**src/rtl/lsq_pkg.sv**
```systemverilog
// ----------------------------------------------------------------------------
// lsq_pkg: shared types, constants and solve program
// Widths, controller states, datapath command and status bundles, and the
// microprogram that sequences the normal-equation solve.
// ----------------------------------------------------------------------------
package lsq_pkg;

  localparam int MaxPoints = 1024;
  localparam int CntW      = 11;
  localparam int XW        = 12;
  localparam int SxW       = 22;
  localparam int Sx2W      = 34;
  localparam int Sx3W      = 46;
  localparam int Sx4W      = 58;
  localparam int CoefW     = 32;
  localparam int W         = 192;
  localparam int BW        = 64;
  localparam int DivCntW   = 8;
  localparam int StepW     = 6;
  localparam logic [StepW-1:0] EndStep = 6'd60;

  typedef enum logic [2:0] {
    ST_IDLE, ST_PT1, ST_PT2, ST_EXEC, ST_MWAIT, ST_DWAIT
  } state_t;

  typedef enum logic [3:0] {
    OP_CLR, OP_MAC, OP_MSB, OP_STC, OP_STD, OP_CHK, OP_STN, OP_DIV, OP_END
  } op_t;

  typedef enum logic [3:0] {
    S_N, S_SX, S_SX2, S_SX3, S_SX4, S_SY, S_SXY, S_SX2Y, S_COF
  } src_t;

  typedef struct packed {
    op_t        op;
    src_t       a_src;
    src_t       b_src;
    logic [3:0] idx;
  } instr_t;

  typedef struct packed {
    logic       pt_load;
    logic       pt_mul;
    logic       pt_acc;
    logic       clr_sums;
    logic       acc_clr;
    logic       mac_start;
    logic       mac_sub;
    src_t       a_src;
    src_t       b_src;
    logic [3:0] idx;
    logic       st_cof;
    logic       st_det;
    logic       st_num;
    logic       div_start;
    logic       out_load;
  } cmd_t;

  typedef struct packed {
    logic mac_busy;
    logic div_busy;
    logic det_nonpos;
  } sts_t;

  function automatic logic [1:0] inc3(input logic [1:0] v);
    inc3 = (v == 2'd2) ? 2'd0 : v + 2'd1;
  endfunction

  // normal matrix is Hankel: entry depends on row + column
  function automatic src_t msrc(input logic [1:0] r, input logic [1:0] c);
    logic [2:0] s;
    s = {1'b0, r} + {1'b0, c};
    case (s)
      3'd0:    msrc = S_SX4;
      3'd1:    msrc = S_SX3;
      3'd2:    msrc = S_SX2;
      3'd3:    msrc = S_SX;
      default: msrc = S_N;
    endcase
  endfunction

  function automatic src_t rsrc(input logic [1:0] j);
    case (j)
      2'd0:    rsrc = S_SX2Y;
      2'd1:    rsrc = S_SXY;
      default: rsrc = S_SY;
    endcase
  endfunction

  function automatic instr_t prog(input logic [StepW-1:0] step);
    logic [3:0] k;
    logic [3:0] jj;
    logic [1:0] i;
    logic [1:0] j;
    logic [1:0] i1;
    logic [1:0] i2;
    logic [1:0] j1;
    logic [1:0] j2;
    logic [5:0] n;
    logic [5:0] five_i;
    logic [2:0] ph;
    logic [3:0] t;
    prog = '{op: OP_END, a_src: S_N, b_src: S_N, idx: 4'd0};
    if (step < 6'd36) begin
      k  = step[5:2];
      i  = (k >= 4'd6) ? 2'd2 : ((k >= 4'd3) ? 2'd1 : 2'd0);
      jj = k - {1'b0, i, 1'b0} - {2'b0, i};
      j  = jj[1:0];
      i1 = inc3(i);
      i2 = inc3(i1);
      j1 = inc3(j);
      j2 = inc3(j1);
      prog.idx = k;
      case (step[1:0])
        2'd0: prog.op = OP_CLR;
        2'd1: begin
          prog.op    = OP_MAC;
          prog.a_src = msrc(i1, j1);
          prog.b_src = msrc(i2, j2);
        end
        2'd2: begin
          prog.op    = OP_MSB;
          prog.a_src = msrc(i1, j2);
          prog.b_src = msrc(i2, j1);
        end
        default: prog.op = OP_STC;
      endcase
    end else if (step == 6'd36) begin
      prog.op = OP_CLR;
    end else if (step < 6'd40) begin
      n          = step - 6'd37;
      prog.op    = OP_MAC;
      prog.a_src = S_COF;
      prog.idx   = n[3:0];
      prog.b_src = msrc(2'd0, n[1:0]);
    end else if (step == 6'd40) begin
      prog.op = OP_STD;
    end else if (step == 6'd41) begin
      prog.op = OP_CHK;
    end else if (step < 6'd57) begin
      n      = step - 6'd42;
      i      = (n >= 6'd10) ? 2'd2 : ((n >= 6'd5) ? 2'd1 : 2'd0);
      five_i = {2'b0, i, 2'b0} + {4'b0, i};
      ph     = 3'(n - five_i);
      t      = {1'b0, i, 1'b0} + {2'b0, i} + {1'b0, ph} - 4'd1;
      if (ph == 3'd0) begin
        prog.op = OP_CLR;
      end else if (ph == 3'd4) begin
        prog.op  = OP_STN;
        prog.idx = {2'b0, i};
      end else begin
        prog.op    = OP_MAC;
        prog.a_src = S_COF;
        prog.idx   = t;
        prog.b_src = rsrc(2'(ph - 3'd1));
      end
    end else if (step < 6'd60) begin
      n        = step - 6'd57;
      prog.op  = OP_DIV;
      prog.idx = n[3:0];
    end
  endfunction

endpackage

```
**src/rtl/lsq_ctrl.sv**
```systemverilog
// ----------------------------------------------------------------------------
// lsq_ctrl: sequencing controller
// Runs the point handshake, steps the solve microprogram and owns the
// result beat valid flag.
// ----------------------------------------------------------------------------
module lsq_ctrl (
  input  logic          clk,
  input  logic          rst_n,
  input  logic          in_valid,
  input  logic          in_last_point,
  output logic          in_ready,
  output logic          out_valid,
  input  logic          out_ready,
  output lsq_pkg::cmd_t cmd,
  input  lsq_pkg::sts_t sts
);

  lsq_pkg::state_t              state_r, state_nxt;
  logic [lsq_pkg::StepW-1:0]    step_r, step_nxt;
  logic                         last_r, last_nxt;
  logic                         out_valid_r, out_valid_nxt;
  lsq_pkg::instr_t              instr;
  logic                         accept;
  logic                         emit;

  assign instr  = lsq_pkg::prog(step_r);
  assign accept = in_valid && (state_r == lsq_pkg::ST_IDLE);
  assign emit   = (state_r == lsq_pkg::ST_EXEC) && (instr.op == lsq_pkg::OP_END) &&
                  (!out_valid_r || out_ready);

  always_ff @(posedge clk) begin
    if (!rst_n) begin
      state_r     <= lsq_pkg::ST_IDLE;
      step_r      <= '0;
      last_r      <= 1'b0;
      out_valid_r <= 1'b0;
    end else begin
      state_r     <= state_nxt;
      step_r      <= step_nxt;
      last_r      <= last_nxt;
      out_valid_r <= out_valid_nxt;
    end
  end

  always_comb begin
    state_nxt     = state_r;
    step_nxt      = step_r;
    last_nxt      = last_r;
    out_valid_nxt = emit ? 1'b1 : (out_ready ? 1'b0 : out_valid_r);
    unique case (state_r)
      lsq_pkg::ST_IDLE: begin
        if (accept) begin
          last_nxt  = in_last_point;
          state_nxt = lsq_pkg::ST_PT1;
        end
      end
      lsq_pkg::ST_PT1: state_nxt = lsq_pkg::ST_PT2;
      lsq_pkg::ST_PT2: begin
        if (last_r) begin
          step_nxt  = '0;
          state_nxt = lsq_pkg::ST_EXEC;
        end else begin
          state_nxt = lsq_pkg::ST_IDLE;
        end
      end
      lsq_pkg::ST_EXEC: begin
        case (instr.op)
          lsq_pkg::OP_MAC, lsq_pkg::OP_MSB: state_nxt = lsq_pkg::ST_MWAIT;
          lsq_pkg::OP_DIV: state_nxt = lsq_pkg::ST_DWAIT;
          lsq_pkg::OP_CHK: step_nxt = sts.det_nonpos ? lsq_pkg::EndStep : step_r + 6'd1;
          lsq_pkg::OP_END: begin
            if (emit) state_nxt = lsq_pkg::ST_IDLE;
          end
          default: step_nxt = step_r + 6'd1;
        endcase
      end
      lsq_pkg::ST_MWAIT: begin
        if (!sts.mac_busy) begin
          step_nxt  = step_r + 6'd1;
          state_nxt = lsq_pkg::ST_EXEC;
        end
      end
      lsq_pkg::ST_DWAIT: begin
        if (!sts.div_busy) begin
          step_nxt  = step_r + 6'd1;
          state_nxt = lsq_pkg::ST_EXEC;
        end
      end
      default: state_nxt = lsq_pkg::ST_IDLE;
    endcase
  end

  always_comb begin
    cmd         = '0;
    cmd.a_src   = instr.a_src;
    cmd.b_src   = instr.b_src;
    cmd.idx     = instr.idx;
    cmd.pt_load = accept;
    cmd.pt_mul  = (state_r == lsq_pkg::ST_PT1);
    cmd.pt_acc  = (state_r == lsq_pkg::ST_PT2);
    if (state_r == lsq_pkg::ST_EXEC) begin
      case (instr.op)
        lsq_pkg::OP_CLR: cmd.acc_clr = 1'b1;
        lsq_pkg::OP_MAC: cmd.mac_start = 1'b1;
        lsq_pkg::OP_MSB: begin
          cmd.mac_start = 1'b1;
          cmd.mac_sub   = 1'b1;
        end
        lsq_pkg::OP_STC: cmd.st_cof = 1'b1;
        lsq_pkg::OP_STD: cmd.st_det = 1'b1;
        lsq_pkg::OP_STN: cmd.st_num = 1'b1;
        lsq_pkg::OP_DIV: cmd.div_start = 1'b1;
        lsq_pkg::OP_END: begin
          cmd.out_load = emit;
          cmd.clr_sums = emit;
        end
        default: cmd.acc_clr = 1'b0;
      endcase
    end
  end

  assign in_ready  = (state_r == lsq_pkg::ST_IDLE);
  assign out_valid = out_valid_r;

endmodule

```
**config.mk**
```make
export PLATFORM = sky130hd
export DESIGN_NAME = lsq_ctrl
export DESIGN_NICKNAME = d
export VERILOG_FILES = /design/src/rtl/lsq_pkg.sv /design/src/rtl/lsq_ctrl.sv
export SDC_FILE = /design/constraint.sdc
export NUM_CORES = 1
export LEC_CHECK = 0
export ABC_AREA = 1
export BUFFER_PORTS_ARGS = -buffer_cell sky130_fd_sc_hd__buf_2
export CAP_MARGIN = 10
export CORE_MARGIN = 10
export CORE_UTILIZATION = 50
export DETAILED_ROUTE_END_ITERATION = 8
export PLACE_DENSITY = 0.72
export RECOVER_POWER = 100
export SETUP_SLACK_MARGIN = 0.5
export SYNTH_ARGS = -nofsm -noshare
export SYNTH_HDL_FRONTEND = slang
export SYNTH_SLANG_ARGS = --single-unit
```
**constraint.sdc**
```tcl
create_clock -name clk -period 4.6 [get_ports clk]
set_input_delay 0.23 -clock clk [delete_from_list [all_inputs] [get_ports clk]]
set_output_delay 0.23 -clock clk [all_outputs]
set_load 0.05 [all_outputs]
```
* Yosys cells after proc, flatten, opt, wreduce, memory -nomap -nowiden
Cells that the tools add are included.
** Operators by class
- Reductions and logical operators :: 22
- Muxes and demuxes :: 59
- $lt $le $gt $ge :: 8
- Eq/ne operators :: 46
- Add/sub/neg operators :: 20
** Operator list (count)
- 3-bit case mux with 4 select lines :: 5
- 12-bit 2-to-1 mux :: 4
- 4-bit 2-to-1 mux :: 10
- 16-bit 2-to-1 mux :: 2
- 3-bit by 2-bit equality test with 1-bit output (second input constant) :: 10
- 6-bit less-than comparator (second input constant) :: 4
- 6-bit 2-to-1 mux :: 4
- 6-bit case mux with 4 select lines :: 1
- 3-bit logical NOT :: 7
- 6-bit equality test (second input constant) :: 3
- 3-bit case mux with 6 select lines :: 1
- 4-bit by 3-bit equality test with 1-bit output (second input constant) :: 4
- 8-bit 2-to-1 mux :: 2
- 8-bit case mux with 2 select lines :: 1
- 3-bit by 1-bit equality test with 1-bit output (second input constant) :: 5
- 3-bit 2-to-1 mux :: 5
- 2-bit equality test (second input constant) :: 7
- 2-bit 2-to-1 mux :: 7
- 2-bit by 2-bit adder with 3-bit output :: 4
- 1-bit 2-to-1 mux :: 12
- 6-bit case mux with 2 select lines :: 1
- 5-bit AND reduction :: 2
- 3-bit equality test (second input constant) :: 3
- 3-bit case mux with 3 select lines :: 1
- other kinds (37) :: 50
** Word-level totals
- Output and inout bits :: 26
- Bits in registers :: 11
- Logic and storage cells :: 159
- Bits of input ports :: 8

* Logic depth before layout (Yosys ltp)
Gate-level depths: netlist (run 1).
- Depth after elaboration :: 23
- Gate-level depth with buffers :: 29
- Depth with buffers taken out :: 28

* Least setup slack after synthesis (run 1)
Ideal clock, no wire load.
- Path kind :: register to output
- Start point :: register step_r[1] in the netlist's numbering
- End point :: output cmd[7] in the netlist's numbering
- Path buffers :: 0
- Stages on the path, launching flop included :: 26
- Path slack :: -0.361 ns
- Data required time :: 4.370 ns
- Data arrival time :: 4.731 ns
- Cells stage by stage :: dfxtp_1 inv_1 ha_1 inv_1 nand2_1 nand3_1 nand2_1 nor2_4 nand3_2 inv_1 ha_1 inv_1 ha_1 nor2_1 fa_1 xnor2_1 inv_1 nand2_2 nand2_1 ha_1 inv_1 ha_1 xnor2_1 nor2_1 a21oi_1 o32ai_1
** RTL lines
- start: declaration :: line lsq_ctrl.sv:19 : logic [lsq_pkg::StepW-1:0] step_r, step_nxt;
- start signal: assignment :: line lsq_ctrl.sv:39 : step_r <= step_nxt;
- end: declaration :: line lsq_ctrl.sv:14 : output lsq_pkg::cmd_t cmd,

==> metrics.md, run 1 <==
| Metric | Value |
|---|---|
| Wire length on met2 | `3.64 mm` |
| Complex-gate fraction of the synthesized area | `16.0%` |
| Sequential Power Share | `6.9%` |
| Via Count | `2645` |
| Depth of the CTS H-tree | `1` |
| IO buf count | `32` |
| DR iter-0 viols | `166` |
| Met3 WL | `466 um` |
| Cell Rows | `24` |
| Clock Skew | `0.00300 ns` |
| Gpl congestion | `1.01` |
| Per-cell routed wire length | `15.5 um` |
| Most common cell after layout, fill and taps aside | `nand2_1` |
| Antenna violations before repair | `0` |
| Post-synthesis sequential area ratio | `10.0%` |
| Async SR Flop Fraction | `0%` |
| Worst EP required | `4.37 ns` |
| Final Cycle Share | `94.2%` |
| Wire length of the first global-routing pass | `11.2 mm` |
| Fin Hold WS | `0.236 ns` |
| Dpl hpwl | `5.11 mm` |
| Largest net degree at the start of global routing | `14` |
| CP arrival | `4.10 ns` |
| Clock Power Share | `4.5%` |
| Reg2reg start | `step_r[1]` |
| Synthesis Warnings | `0` |
| Hold crit path type | `in -> reg` |
| Area delta synth->final | `36.0%` |
| Synth Register Bits | `11` |
| Slew @ Worst Pin | `0.623 ns` |
| Sw power | `0.00123 W` |
| Top cell type by total area after synthesis | `ha_1` |
| Core Box Area | `0.00429 mm2` |
| PwrDens | `747 mW/mm2` |
| Initial Util | `51.2%` |
| MaxCap Viol Count | `0` |
| Max VDD drop | `340 uV` |
| Syn Inst Count | `355` |
| Gr ovfl total | `0` |
| Hold-fix buffers, CTS | `0` |
| Max-slew headroom | `58.6%` |
| Number of synthesized flops with an enable pin | `0` |
| Fraction of layout cells with a size suffix above 1 | `30.3%` |
| Area of the multi-input gates | `0.00191 mm2` |
| Switching part of the total | `55.0%` |
| CP Launch Type | `flop` |
| DR top layer | `met4` |
| Mean cell area of the mapped netlist | `6.20 um2` |
| Adder-cell area share of the yosys netlist | `20.8%` |
| Clk Latency, worst-skew pair | `0.25 ns` |
| Crit path max fanout | `5` |
| Die area | `0.00745 mm2` |
| Post-DRT Antenna Nets | `0` |
| Net count, final | `461` |
| CTS tree | `built` |
| Max-slew violation count | `0` |
| Root buf cell | `clkbuf_8` |
| TritonRoute pass-1 iters | `5` |
| RSZ-0062 raised after global routing | `true` |
| Multiplexer share of the synthesized area | `0%` |
| Vias per cell | `5.62` |
| Leakage power | `1.43 nW` |
| Most frequent cells in the layout | `59 x nand2_1, 55 x inv_1, 48 x nor2_1` |
| Final worst path period need | `4.33 ns` |
| Number of global-route vias before repair | `2454` |
| Largest cells by area after synthesis | `ha_1 15%, nand2_1 11%, inv_1 11%` |
| WL met1 | `2.94 mm` |
| Setup TNS | `0 ns` |
| Ant. Diodes | `0` |
| Setup violators final | `0` |
| Mapped cell area | `0.00220 mm2` |
| DRC | `0` |
| # fillers | `349` |
| Crit path from | `step_r[1]` |
| Final hold vios | `0` |
| Worst Setup End Kind | `output port` |
| I/O Pins | `34` |
| Outcome | `finished clean` |
| Total Power | `0.00223 W` |
| Final wirelength | `7.31 mm` |
| Die width | `86.3 um` |
| Top-area cell type share of the netlist area | `15.4%` |
| Synth cell types | `43` |
| Crit Path Category | `reg -> out` |
| Die height | `86.3 um` |
| Clock sinks | `11` |
| Comb pwr share | `88.6%` |
| P_int | `0.00100 W` |
| FF/Latch Area | `240 um2` |
| Number of buffers on the longest clock path | `2` |
| Syn Nets | `396` |
| Hold_sp | `in_last_point` |
| CTS clk-pin slew, worst paths | `0.05 ns` |
| Largest family of logic cells by synthesized area | `simple AND/OR/NAND/NOR gates` |
| Top FF cell, synth | `dfxtp_1` |
| GRT Overall Usage | `17.9%` |
| CTS Buf Count | `3` |
| Simple-Gate Fraction of Synth Area | `34.0%` |
| XOR/XNOR Fraction of Synth Area | `4.78%` |
| Fmax | `0.231 GHz` |
[kinds of logic after synthesis]
group	Yosys count
AND/OR/NAND/NOR	166
buffers and inverters	75
AO/OA/AOI/OAI	57
adder cells (fa/ha/maj)	33
XOR/XNOR	12
flip-flops	11
other	1
[synth_stat cells, types with 5 or more instances]
master and number:
nand3_1 20, a21oi_1 20, inv_1 62, xor2_1 6, nand3_2 6, o21ai_0 15, dfxtp_1 11, nand2_1 65
nand2_2 6, fa_1 6, xnor2_1 6, o22ai_1 5, nor2_1 54, ha_1 27
[what timing repair did]
item,in CTS,in global routing
setup endpoints to repair,14,17
pin swaps,19,30
resized for setup,43,47
buffers inserted,14,14
[worst paths after layout]
check	end	slack (ns)	depth (start not counted)
setup / recovery	cmd[8]	0.27	24
hold / removal	last_r	0.24	3
setup reg to reg	step_r[0]	0.42	24
hold reg to reg	last_r	0.48	2
[cell type report]
class	count	area share, %
clock buffers	4	1.51
multi-input cells	269	63.8
flip-flops and latches	11	8.03
inverters	67	9.29
well taps	52	2.18
repair buffers	68	15.2
[state kept, by name (all words and copies together), names as in the netlist]
register   count
state_r        3
out_valid      1
last_r         1
step_r         6
[through the flow]
step           setup WS, ns  utilization [%]  cells  area (um2)
2_1_floorplan         0.516                -    355        2260
3_3_place_gp          0.275             57.9    439        2490
3_5_place_dp          0.108             57.9    439        2490
4_1_cts               0.440             64.9    457        2790
5_1_grt              0.0813             69.6    471        2990
6_report              0.268             69.6    471        2990
[power by group through the flow]
stage | Clock (W) | Combinational, W | Sequential [W]
after CTS | 0.000100 | 0.00175 | 0.000150
after floorplan | 0 | 0.00125 | 0.000141
after detailed placement | 0 | 0.00159 | 0.000151
after global routing | 0.000107 | 0.00220 | 0.000154
final | 0.000101 | 0.00198 | 0.000153
after global placement | 0 | 0.00157 | 0.000150
[metal layers]
metal / track usage, % / vias up
met4: 7.66 / 0
met5: 0 / -
met2: 31.7 / 128
met1: 20.9 / 1209
li1: - / 1272
met3: 2.25 / 36
[worst max-delay path: stages, from the launching register on]
cell,delay (ns)
dfxtp_4,0.36
buf_6,0.14
ha_4,0.18
o21bai_1,0.18
nand2_1,0.11
nand3_1,0.14
inv_2,0.07
ha_4,0.29
inv_2,0.04
ha_4,0.15
nor2_1,0.18
fa_2,0.26
xnor2_2,0.12
nand4_1,0.15
nand2_2,0.12
ha_4,0.20
inv_2,0.06
ha_4,0.21
a21oi_2,0.13
nand2_1,0.08
xnor2_1,0.14
o22ai_1,0.11
a21oi_2,0.19
o22ai_4,0.08
buf_6,0.17
Note: power is estimated with default switching activity, not from simulation.
==> run 2: changes to the inputs <==
Clock period 4.6 ns to 5.53 ns, I/O delays scaled along.
==> metrics.md, run 2 (synthesis results as in run 1) <==
| Metric | Value |
|---|---|
| Wire length of the first global-routing pass | `9.49 mm` |
| Number of global-route vias before repair | `2167` |
| Crit path from | `step_r[3]` |
| Setup TNS | `0 ns` |
| Gr ovfl total | `0` |
| Leakage power | `1.22 nW` |
| CTS tree | `built` |
| I/O Pins | `34` |
| Largest net degree at the start of global routing | `16` |
| Die area | `0.00745 mm2` |
| Regs by FF count | `step_r (6), state_r (3)` |
| CTS Buf Count | `3` |
| Worst EP required | `5.25 ns` |
| CTS clk-pin slew, worst paths | `0.05 ns` |
| RSZ-0062 raised after global routing | `false` |
| Die height | `86.3 um` |
| Final worst path period need | `4.86 ns` |
| Max VDD drop | `244 uV` |
| Fmax | `0.206 GHz` |
| R2r worst-path depth | `23` |
| Initial Util | `51.2%` |
| Buffers plus inverters on the worst setup path | `2` |
| Family with the most delay on the worst path | `adder cells` |
| Placed insts | `432` |
| Critical path capture point | `cmd[10]` |
| Die width | `86.3 um` |
| Most frequent cells in the layout | `66 x nand2_1, 61 x inv_1, 54 x nor2_1` |
| Post-Layout Cell Count | `442` |
| DR iter-0 viols | `113` |
| Max-slew headroom | `59.0%` |
| Clock Skew | `0.00129 ns` |
| MaxCap Viol Count | `0` |
| Per-cell routed wire length | `13.3 um` |
| # fillers | `472` |
| Slew @ Worst Pin | `0.617 ns` |
| Ant. Diodes | `0` |
| PwrDens | `607 mW/mm2` |
| Max reg flops | `6` |
| Most common cell after layout, fill and taps aside | `nand2_1` |
| Clk Latency, worst-skew pair | `0.23 ns` |
| Post-DRT Antenna Nets | `0` |
| Worst Setup End Kind | `output port` |
| Hold_sp | `in_last_point` |
| GRT Overall Usage | `14.7%` |
| Final Cycle Share | `87.9%` |
| Setup violators final | `0` |
| CP cell instances | `nand2_1, nand2_1, inv_1, nor2_1, ha_1, ha_1, nor2_1, xor2_1, xor2_1, nor2_1, ha_1, fa_1, nor2_1, nand3b_1, a31oi_1, a31o_2, clkbuf_1` |
| Crit path max fanout | `15` |
| Final hold vios | `0` |
| Cell Rows | `24` |
| Via Count | `2359` |
| Core Box Area | `0.00429 mm2` |
| Final wirelength | `5.86 mm` |
| Number of buffers on the longest clock path | `2` |
| Total Power | `0.00150 W` |
| Crit path largest cell delay | `0.70 ns` |
| Gpl congestion | `0.915` |
| TritonRoute pass-1 iters | `5` |
| Slowest CP cell | `dfxtp_1` |
| Fraction of layout cells with a size suffix above 1 | `13.1%` |
| Dpl hpwl | `4.79 mm` |
| Reg2Reg Capture Point | `step_r[0]` |
| DRC | `0` |
| Reg2reg start | `step_r[3]` |
| CP arrival | `4.58 ns` |
| Outcome | `finished clean` |
| Root buf cell | `clkbuf_8` |
| Post-layout util | `57.4%` |
| Cell mode on critical path | `nor2_1` |
| CP Launch Type | `flop` |
| Area delta synth->final | `12.1%` |
| WP depth | `17` |
| Hold crit path type | `in -> reg` |
| Max-slew violation count | `0` |
| Vias per cell | `5.34` |
| Setup slack, reg-to-reg | `1.09 ns` |
| Largest Register | `step_r` |
| Antenna violations before repair | `0` |
| Net count, final | `432` |
| Hold-fix buffers, CTS | `0` |
| Clock sinks | `11` |
| Crit Path Category | `reg -> out` |
| Depth of the CTS H-tree | `1` |
| IO buf count | `32` |
## run 2: worst min path at each step
stage | end | slack (ns) | cells after the start
4_1_cts | last_r | 0.29 | 3
2_1_floorplan | last_r | 0.42 | 2
3_5_place_dp | last_r | 0.47 | 2
3_3_place_gp | last_r | 0.46 | 2
6_report | last_r | 0.29 | 3
5_1_grt | last_r | 0.29 | 3
## run 2: routing by layer
layer	wire length, um	GRT usage, %
met1	2660	18.3
met2	2920	26.4
met3	249	1.97
met4	31	2.50
met5	0	0
## run 2: layout make-up
type                            count  area (um2)  share of cell area (%)
Timing Repair Buffer               39         188                    7.61
Tap cell                           52        65.1                    2.64
Sequential cell                    11         229                    9.28
Multi-Input combinational cell    269        1680                    68.2
Clock buffer                        4        45.0                    1.83
Inverter                           67         256                    10.4
## run 2: per-stage QoR
step	hold slack (ns)	cell area, um2	setup WS, ns
final	0.290	2470	0.671
after global routing	0.292	2470	0.271
after CTS	0.287	2420	0.542
after detailed placement	0.468	2370	0.802
after global placement	0.462	2370	0.936
after floorplan	0.419	2200	0.523
## run 2: report_power, final
group,switching (W),total [W],internal [W]
clock,0.0000283,0.0000788,0.0000505
sequential,0.0000315,0.000130,0.0000981
combinational,0.000804,0.00129,0.000486
## run 2: tightest hold or removal path, cell delays in order
cell     delay, ns
buf_2         0.09
nand2_1       0.05
a21oi_1       0.05
## run 2: what timing repair did
item | in CTS | in global routing
setup buffers | 0 | 6
resized for setup | 0 | 13
endpoints found under the setup margin | 0 | 4
==> run 3: changes to the inputs <==
Settings changed: CORE_UTILIZATION 50 to 60, PLACE_DENSITY 0.72 to 0.84.
==> metrics.md, run 3 (synthesis results as in run 1) <==
| Metric | Value |
|---|---|
| GRT Overall Usage | `18.0%` |
| Setup TNS | `0 ns` |
| Core Box Area | `0.00344 mm2` |
| Hold_sp | `in_last_point` |
| Max VDD drop | `386 uV` |
| DP Area | `0.00236 mm2` |
| IO buf count | `32` |
| Number of global-route vias before repair | `2154` |
| Worst EP required | `5.25 ns` |
| Fin area | `0.00239 mm2` |
| Area delta synth->final | `8.48%` |
| Leakage power | `1.20 nW` |
| Antenna violations before repair | `0` |
| Setup slack, reg-to-reg | `1.09 ns` |
| Cell Rows | `21` |
| P_int | `0.000603 W` |
| Number of buffers on the longest clock path | `2` |
| Final Cycle Share | `90.7%` |
| Sequential Power Share | `8.8%` |
| Die width | `80.5 um` |
| CTS clk-pin slew, worst paths | `0.05 ns` |
| Dpl hpwl | `4.77 mm` |
| Net count, final | `426` |
| CP Launch Type | `flop` |
| Reg2Reg Capture Point | `step_r[4]` |
| Max reg flops | `6` |
| Final hold vios | `0` |
| Hold-fix buffers, CTS | `0` |
| Die height | `80.5 um` |
| Slew @ Worst Pin | `0.615 ns` |
| Pre-CTS worst setup slack | `0.697 ns` |
| CP arrival | `4.74 ns` |
| Sw power | `0.000863 W` |
| Comb pwr share | `85.7%` |
| Wire length of the first global-routing pass | `9.74 mm` |
| DR iter-0 viols | `207` |
| Setup violators final | `0` |
| TritonRoute pass-1 iters | `5` |
| Per-cell routed wire length | `13.5 um` |
| Hold path endpoint | `last_r` |
| Post-route setup slack | `0.513 ns` |
| Root buf cell | `clkbuf_8` |
| Gpl congestion | `0.926` |
| DRC | `0` |
| Fmax | `0.199 GHz` |
| Crit Path Category | `reg -> out` |
| PwrDens | `614 mW/mm2` |
| Max-slew violation count | `0` |
| Vias per cell | `5.46` |
| Fraction of layout cells with a size suffix above 1 | `11.2%` |
| WHS Path Cells | `3` |
| CTS tree | `built` |
| Clock Power Share | `5.5%` |
| Regs by FF count | `step_r (6), state_r (3)` |
| Gr ovfl total | `0` |
| Max-slew headroom | `59.2%` |
| I/O Pins | `34` |
| Most frequent cells in the layout | `65 x nand2_1, 62 x inv_1, 55 x nor2_1` |
| Clock Skew | `0.00450 ns` |
| Post-DRT Antenna Nets | `0` |
| Switching part of the total | `58.9%` |
| Die area | `0.00649 mm2` |
| Clock sinks | `11` |
| Worst Setup End Kind | `output port` |
| MaxCap Viol Count | `0` |
| Crit path max fanout | `15` |
| RSZ-0062 raised after global routing | `false` |
| Largest Register | `step_r` |
| Clk Latency, worst-skew pair | `0.24 ns` |
| CTS Buf Count | `3` |
| R2r worst-path depth | `23` |
| Final worst path period need | `5.02 ns` |
| Via Count | `2346` |
| Reg2reg start | `step_r[3]` |
| Largest net degree at the start of global routing | `16` |
| Hold crit path type | `in -> reg` |
| Outcome | `finished clean` |
| Depth of the CTS H-tree | `1` |
| Ant. Diodes | `0` |
| Initial Util | `63.9%` |
| Most common cell after layout, fill and taps aside | `nand2_1` |
| Final wirelength | `5.82 mm` |
## run 3: changes by cell type in the layout (fill, tap and decap cells not counted), moves of 2 or more
cell	before	now
buf_4	8	1
clkbuf_2	0	2
ha_4	2	0
ha_1	25	27
## run 3: worst max-delay path, cell delays in order, from the launching register on
cell,delay [ns]
dfxtp_1,0.70
inv_1,0.30
nand2_1,0.14
nand3_1,0.13
nand3_1,0.17
inv_1,0.07
ha_1,0.29
inv_1,0.06
ha_1,0.13
nor2_1,0.05
fa_1,0.41
xnor2_2,0.20
inv_1,0.07
nand2_2,0.08
nand2_1,0.05
ha_1,0.27
inv_1,0.04
ha_1,0.33
a21oi_1,0.16
nand2_1,0.08
xnor2_1,0.12
o22ai_1,0.14
a21oi_1,0.09
o22ai_1,0.12
clkbuf_2,0.31
## run 3: final cells by class
type / count / area [um2]
well taps: 46 / 57.6
flip-flops and latches: 11 / 229
multi-input cells: 269 / 1660
clock buffers: 4 / 45.0
inverters: 67 / 253
repair buffers: 33 / 141
fillers: 325 / 1060
## run 3: repair_timing
action                     in CTS  in global routing
setup buffers                   0                  0
gates resized for setup         2                 11
pin swaps                       0                  3
setup endpoints to repair       1                  4
## run 3: worst max-delay path by stage
| stage | to | slack (ns) | startpoint |
|---|---|---|---|
| floorplan | cmd[7] | 0.52 | step_r[1] |
| global placement | cmd[8] | 0.95 | step_r[1] |
| detailed placement | cmd[8] | 0.70 | step_r[1] |
| CTS | cmd[8] | 0.57 | step_r[1] |
| global route | cmd[8] | 0.26 | step_r[3] |
| finish | cmd[8] | 0.51 | step_r[3] |
## run 3: per-stage QoR
stage                     util [%]  hold slack (ns)  cells  total power, W
after floorplan                  -            0.419    355         0.00112
after global placement        68.7            0.456    426         0.00133
after global routing          69.3            0.290    430         0.00164
after CTS                     70.0            0.272    430         0.00145
after detailed placement      68.7            0.459    426         0.00136
final                         69.3            0.278    430         0.00147
## run 3: power groups by stage
stage	clock [W]	combinational [W]	sequential [W]
after detailed placement	0	0.00123	0.000127
after floorplan	0	0.00101	0.000114
final	0.0000810	0.00126	0.000129
after CTS	0.0000828	0.00124	0.000126
after global placement	0	0.00121	0.000127
after global routing	0.0000849	0.00142	0.000132
## run 3: routing by layer
metal,global-route usage [%],up-vias,share of wire (%)
li1,-,1195,-
met1,22.5,1037,45
met2,30.6,105,47
met3,2.23,9,6.8
met4,6.16,0,1.3
met5,0,-,0
